### config.mk
export PLATFORM = sky130hd
export DESIGN_NAME = psct_wrap
export DESIGN_NICKNAME = d
export VERILOG_FILES = /design/src/hdl/psct_pkg.sv /design/src/hdl/psct_wrap.sv
export SDC_FILE = /design/constraint.sdc
export NUM_CORES = 2
export LEC_CHECK = 0
export BUFFER_PORTS_ARGS = -buffer_cell sky130_fd_sc_hd__buf_4
export CAP_MARGIN = 20
export CORE_ASPECT_RATIO = 1.5
export CORE_MARGIN = 1
export CORE_UTILIZATION = 66
export CTS_BUF_LIST = sky130_fd_sc_hd__clkbuf_2 sky130_fd_sc_hd__clkbuf_4 sky130_fd_sc_hd__clkbuf_8
export DETAILED_ROUTE_END_ITERATION = 10
export PLACE_DENSITY = 0.84
export SYNTH_ARGS = -nofsm -noshare
export SYNTH_HDL_FRONTEND = slang
export SYNTH_SLANG_ARGS = --single-unit
### constraint.sdc
create_clock -name clock -period 3.4 [get_ports clock]
set_clock_uncertainty 0.1 [all_clocks]
set_input_delay 0.51 -clock clock [delete_from_list [all_inputs] [get_ports clock]]
set_output_delay 0.51 -clock clock [all_outputs]
set_load 0.005 [all_outputs]
### src/hdl/psct_pkg.sv
`timescale 1ns / 1ps

package psct_pkg;

   localparam int INTERNAL_FRAC_BITS_DEF = 24;

   localparam int ANGLE_W    = 32;
   localparam int VALUE_W    = 40;
   localparam int THRESH_W   = 16;
   localparam int LIMIT_W    = 23;
   localparam int CSR_IDX_W  = 1;
   localparam int CSR_DATA_W = 23;

   localparam logic [CSR_IDX_W-1:0] REG_POLE_THRESHOLD = 1'b0;
   localparam logic [CSR_IDX_W-1:0] REG_POLE_LIMIT     = 1'b1;

   localparam logic [THRESH_W-1:0] THRESH_RESET = 16'd17;
   localparam logic [LIMIT_W-1:0]  LIMIT_RESET  = 23'd1000000;

   localparam logic [VALUE_W-1:0] VALUE_MAX = 40'h7F_FFFF_FFFF;
   localparam logic [VALUE_W-1:0] VALUE_MIN = 40'h80_0000_0000;

   // Constants in Q.30
   localparam logic [63:0] Q30_PI      = 64'd3373259426;
   localparam logic [63:0] Q30_HALF_PI = 64'd1686629713;
   localparam logic [63:0] Q30_TWO_PI  = 64'd6746518852;
   localparam logic [63:0] Q30_K1      = 64'd1367130551;
   localparam logic [63:0] Q30_K2      = 64'd435171170;
   localparam logic [63:0] Q30_CORR    = 64'd241591910;

   typedef enum logic [1:0] {
      OP_SIN = 2'd0,
      OP_COS = 2'd1,
      OP_TAN = 2'd2
   } op_type;

   typedef struct packed {
      op_type             op;
      logic               clamp;
      logic               s_neg;
      logic               q_neg;
      logic [VALUE_W-1:0] trig;
   } tail_type;

   // Round a Q.30 constant to nearest in Q.frac (frac of 30 or more: returned as is)
   function automatic logic [63:0] const_q(input logic [63:0] q30, input int frac);
      logic [63:0] r;
      if (frac >= 30) begin
         r = q30;
      end else begin
         r = (q30 + (64'd1 << (29 - frac))) >> (30 - frac);
      end
      return r;
   endfunction

endpackage

### src/hdl/psct_wrap.sv
`timescale 1ns / 1ps

module psct_wrap #(
   parameter int FRAC_BITS = psct_pkg::INTERNAL_FRAC_BITS_DEF
) (
   input  logic                         clock,
   input  logic                         reset,
   input  logic                         en,
   input  logic                         in_valid,
   input  psct_pkg::op_type             in_op,
   input  logic signed [psct_pkg::ANGLE_W-1:0] in_angle,
   output logic                         out_valid,
   output psct_pkg::op_type             out_op,
   output logic signed [FRAC_BITS+2:0]  out_x [2]
);

   localparam int AW = FRAC_BITS + 16;
   localparam int UW = FRAC_BITS + 18;
   localparam int XW = FRAC_BITS + 3;
   localparam int QB = UW - FRAC_BITS - 2;
   localparam int NS = QB + 2;

   localparam logic [63:0] TWO  = psct_pkg::const_q(psct_pkg::Q30_TWO_PI, FRAC_BITS);
   localparam logic [63:0] PI   = psct_pkg::const_q(psct_pkg::Q30_PI, FRAC_BITS);
   localparam logic [63:0] HALF = psct_pkg::const_q(psct_pkg::Q30_HALF_PI, FRAC_BITS);
   localparam logic [63:0] BIAS =
      (((64'd1 << (FRAC_BITS + 15)) + TWO - 64'd1) / TWO) * TWO;

   logic signed [AW-1:0] a;
   logic [UW-1:0]        u_sin;
   logic [UW-1:0]        u_cos;

   logic [UW-1:0]        r_ff [2][QB+1];
   logic [UW-1:0]        r_in [2][QB+1];
   logic signed [XW-1:0] x_ff [2];
   logic signed [XW-1:0] x_in [2];
   logic signed [XW:0]   rw   [2];
   logic signed [XW:0]   rd   [2];

   logic                 valid_ff [NS];
   psct_pkg::op_type     op_ff    [NS];

   assign a     = AW'(in_angle) <<< (FRAC_BITS - 16);
   // bias by a multiple of two pi so the reduction is a plain floor modulo
   assign u_sin = UW'(a) + UW'(BIAS);
   assign u_cos = UW'(a) + UW'(HALF) + UW'(BIAS);

   always_comb begin
      r_in[0][0] = u_sin;
      r_in[1][0] = u_cos;
      for (int l = 0; l < 2; l++) begin
         for (int k = 0; k < QB; k++) begin
            r_in[l][k+1] = (r_ff[l][k] >= (UW'(TWO) << (QB - 1 - k))) ?
                           r_ff[l][k] - (UW'(TWO) << (QB - 1 - k)) : r_ff[l][k];
         end
         rw[l]   = signed'({1'b0, r_ff[l][QB][XW-1:0]});
         rd[l]   = rw[l] - (XW+1)'(TWO);
         x_in[l] = (r_ff[l][QB] > UW'(PI)) ? XW'(rd[l]) : XW'(rw[l]);
      end
   end

   always_ff @(posedge clock) begin
      if (en) begin
         r_ff <= r_in;
         x_ff <= x_in;
         op_ff[0] <= in_op;
         for (int k = 1; k < NS; k++) begin
            op_ff[k] <= op_ff[k-1];
         end
      end
   end

   always_ff @(posedge clock) begin
      if (reset) begin
         for (int k = 0; k < NS; k++) begin
            valid_ff[k] <= 1'b0;
         end
      end else if (en) begin
         valid_ff[0] <= in_valid;
         for (int k = 1; k < NS; k++) begin
            valid_ff[k] <= valid_ff[k-1];
         end
      end
   end

   assign out_valid = valid_ff[NS-1];
   assign out_op    = op_ff[NS-1];
   assign out_x     = x_ff;

endmodule

==> reports/qor.yml <==
status: "finished clean"
max_cap_violations: 0
powerDensity_nw_per_um2: 629
ir_drop_v: 0.000505
worstMarginPinSlew_ns: 1.13
synthesis.nets: 5645
leakage_nw: 26.2
setup_viol: 0
numCtsBuffers: 184
clock-root-buffer: "clkbuf_8"
layout_worst_path_cycle_share_pct: 98.7
initial_utilization_pct: 66.7
wl_per_cell_um: 18.2
syn_inst: 5574
portBuffers: 94
cp_data_arrival_time_ns: 3.89
crit_path_top_delay_cell: "dlygate4sd3_1"
grt_overflow: 0
yosysUniqueCellTypes: 91
synth_common_cells: "edfxtp_1, xnor2_1, nand2_1"
yosysMostFrequentCell: "edfxtp_1"
crit_path_start_kind: "input port"
cts_sinks: 1302
critPathMaxStageDelay_ns: 0.57
tritoncts: "yes"
r2r_slack_ns: 0.15
cp_top_family: "compound AO/OA/AOI/OAI gates"
h-tree-depth: 4
first_pass_iters: 7
timing.fmax_mhz: 298
grt_pass1_vias: 46446
route.detailed.drc: 0
place_congestion: 1.10
synth_top_cell_by_area: "edfxtp_1"
grt_pass1_wl_um: 212000
synthesis.area_um2: 65800
rr_endpoint: "r_ff[39]"
slew_headroom_pct: 24.3
ys_ff_latch: 1302
whs_ns: 0.150
synthArstFlopShare_pct: 0
drive_gt1_share_pct: 10.1
ff2ff_path_depth: 7
ys_seq_area_share_pct: 59.4
dr_total_vias: 44556
rsz0062_at_grt: "false"
clkTransAtPathRegs_ns: 0.07
die_w_um: 260
synth_warnings: 0
grt_max_degree: 123
io_pins: 95
cp.required_ns: 3.94
cp_common_cell: "dlygate4sd3_1"
min_period_ns: 3.36
synth.area.top_cells: "edfxtp_1, xnor2_1, xor2_1"
hpwl_um: 94300
rr_startpoint: "r_ff[57]"
nNetsFinal: 5962
path_buf_inv: 4
place_ws_ns: 0.141
path_max_fanout: 7
yosysTopAreaCellShare_pct: 59.4
syn_to_final_growth_pct: 10.6
synth_edf_count: 1302
critPathLaunch: "in_angle[0]"
drv_slew: 0
hold_class: "input port to flip-flop"
instances_no_fill: 7317
placed_cells: 6950
ant_nets: 0
track_usage_pct: 26.2
drt-vias-per-instance: 6.09
antenna_found_initial: 1
hold_violations: 0
syn_avg_cell_area_um2: 11.8
synth_flop_cell: "edfxtp_1"
path_depth: 12
cts_buffer_depth: 3
core_area_um2: 98600
drt-total-wl_um: 133000
clock_latency_ns: 0.90
critical_path_class: "input port to flip-flop"
finalSetupTns_ns: 0
fp.dieArea_um2: 101000
dieHeight_um: 389
critPathCapture: "r_ff[1414]"
setup_slack_ns: 0.0442
setup.worst_path.end_class: "flip-flop"
drt_iter0_drc: 2510
postCtsSetupBuffers: 0
row_count: 141
crit_chain: "dlygate4sd3_1, buf_4, inv_1, ha_1, and3b_1, o31a_1, a21boi_0, o21bai_1, a21oi_2, nand2b_1, xnor2_1, dlygate4sd3_1"
==> layer usage <==
layer	vias up	wire length, um	track usage, %
met3	590	5080	4.54
met4	0	9200	19.0
met1	21356	40500	20.6
met5	-	0	0
li1	21230	-	-
met2	1380	78100	54.3
==> cells in the final DEF, fill, tap and decap left out, drive strengths merged, types with 41 or more instances in the layout <==
master       Yosys  routed
buf             16     216
and3            49      49
o211ai          57      57
clkbuf         111     238
a211oi          46      46
or2             52      52
xnor2          567     567
or3             68      68
o21a            49      49
edfxtp        1302    1302
xor2           444     444
nand2          507     507
or4             41      41
and2            57      57
nor2           469     469
clkinv           2      65
nand3          155     155
o21ai          259     259
inv            134     143
o31ai           50      50
dlygate4sd3      0      42
a21oi          204     204
nand4           52      52
nor2b           41      41
nor3           194     194
nand2b          66      66
a21o            50      50
nor4           113     113
==> tightest hold or removal path: stages <==
cell	delay, ns
buf_4	0.08
nor2b_1	0.15
and2_1	0.21
==> worst min-delay path by stage <==
stage          slack [ns]         start            to  depth (start not counted)
2_1_floorplan        0.30   op_ff[9][0]  op_ff[10][0]                          0
3_3_place_gp         0.30     r_ff[513]     r_ff[471]                          0
3_5_place_dp         0.30  op_ff[12][0]  op_ff[13][0]                          0
4_1_cts              0.06         reset   valid_ff[2]                          3
5_1_grt              0.13         reset   valid_ff[8]                          3
6_report             0.15         reset   valid_ff[2]                          3
==> sequential cells by signal (all words and copies together), names as in the netlist <==
| register | count |
|---|---|
| valid_ff | 18 |
| out_x | 54 |
| op_ff | 36 |
| r_ff | 1194 |
==> stage by stage <==
step                total power [W]  utilization [%]  cell area, um^2
finish                       0.0458             73.8            72800
global route                 0.0479             73.8            72800
CTS                          0.0458             73.7            72700
detailed placement           0.0337             69.7            68800
global placement             0.0330             69.7            68800
floorplan                    0.0308                -            65800
==> cell families after synthesis <==
kind of cell / Yosys count / synth area share [%]
AOI/OAI and AO/OA: 958 / 9.54
xor gates and xnor gates: 1011 / 13.5
adders and majority gates: 33 / 0.628
buffers and inverters: 263 / 1.53
DFF: 1302 / 59.4
muxes: 23 / 0.382
and+or+nand+nor: 1984 / 15.0
==> repair_timing <==
item                       in CTS  in global routing
hold buffers                   42                  0
resized for setup               0                  6
hold endpoints to repair       77                  0
setup endpoints to repair       0                 15
==> power by group <==
group / total [W] / leakage [nW] / internal (W) / switching [W]
clock: 0.0120 / 1.86 / 0.00620 / 0.00583
sequential: 0.0248 / 12.7 / 0.0219 / 0.00286
combinational: 0.00897 / 11.6 / 0.00420 / 0.00477
==> layout make-up <==
type	count	area, um^2
Antenna cell	1	2.50
Clock inverter	86	608
Sequential cell	1302	39100
Clock buffer	238	2940
Inverter	136	510
Tap cell	1287	1610
Multi-Input combinational cell	4009	25700
Fill cell	6056	25900
Timing Repair Buffer	258	2270
(Power assumes the default switching activity.)
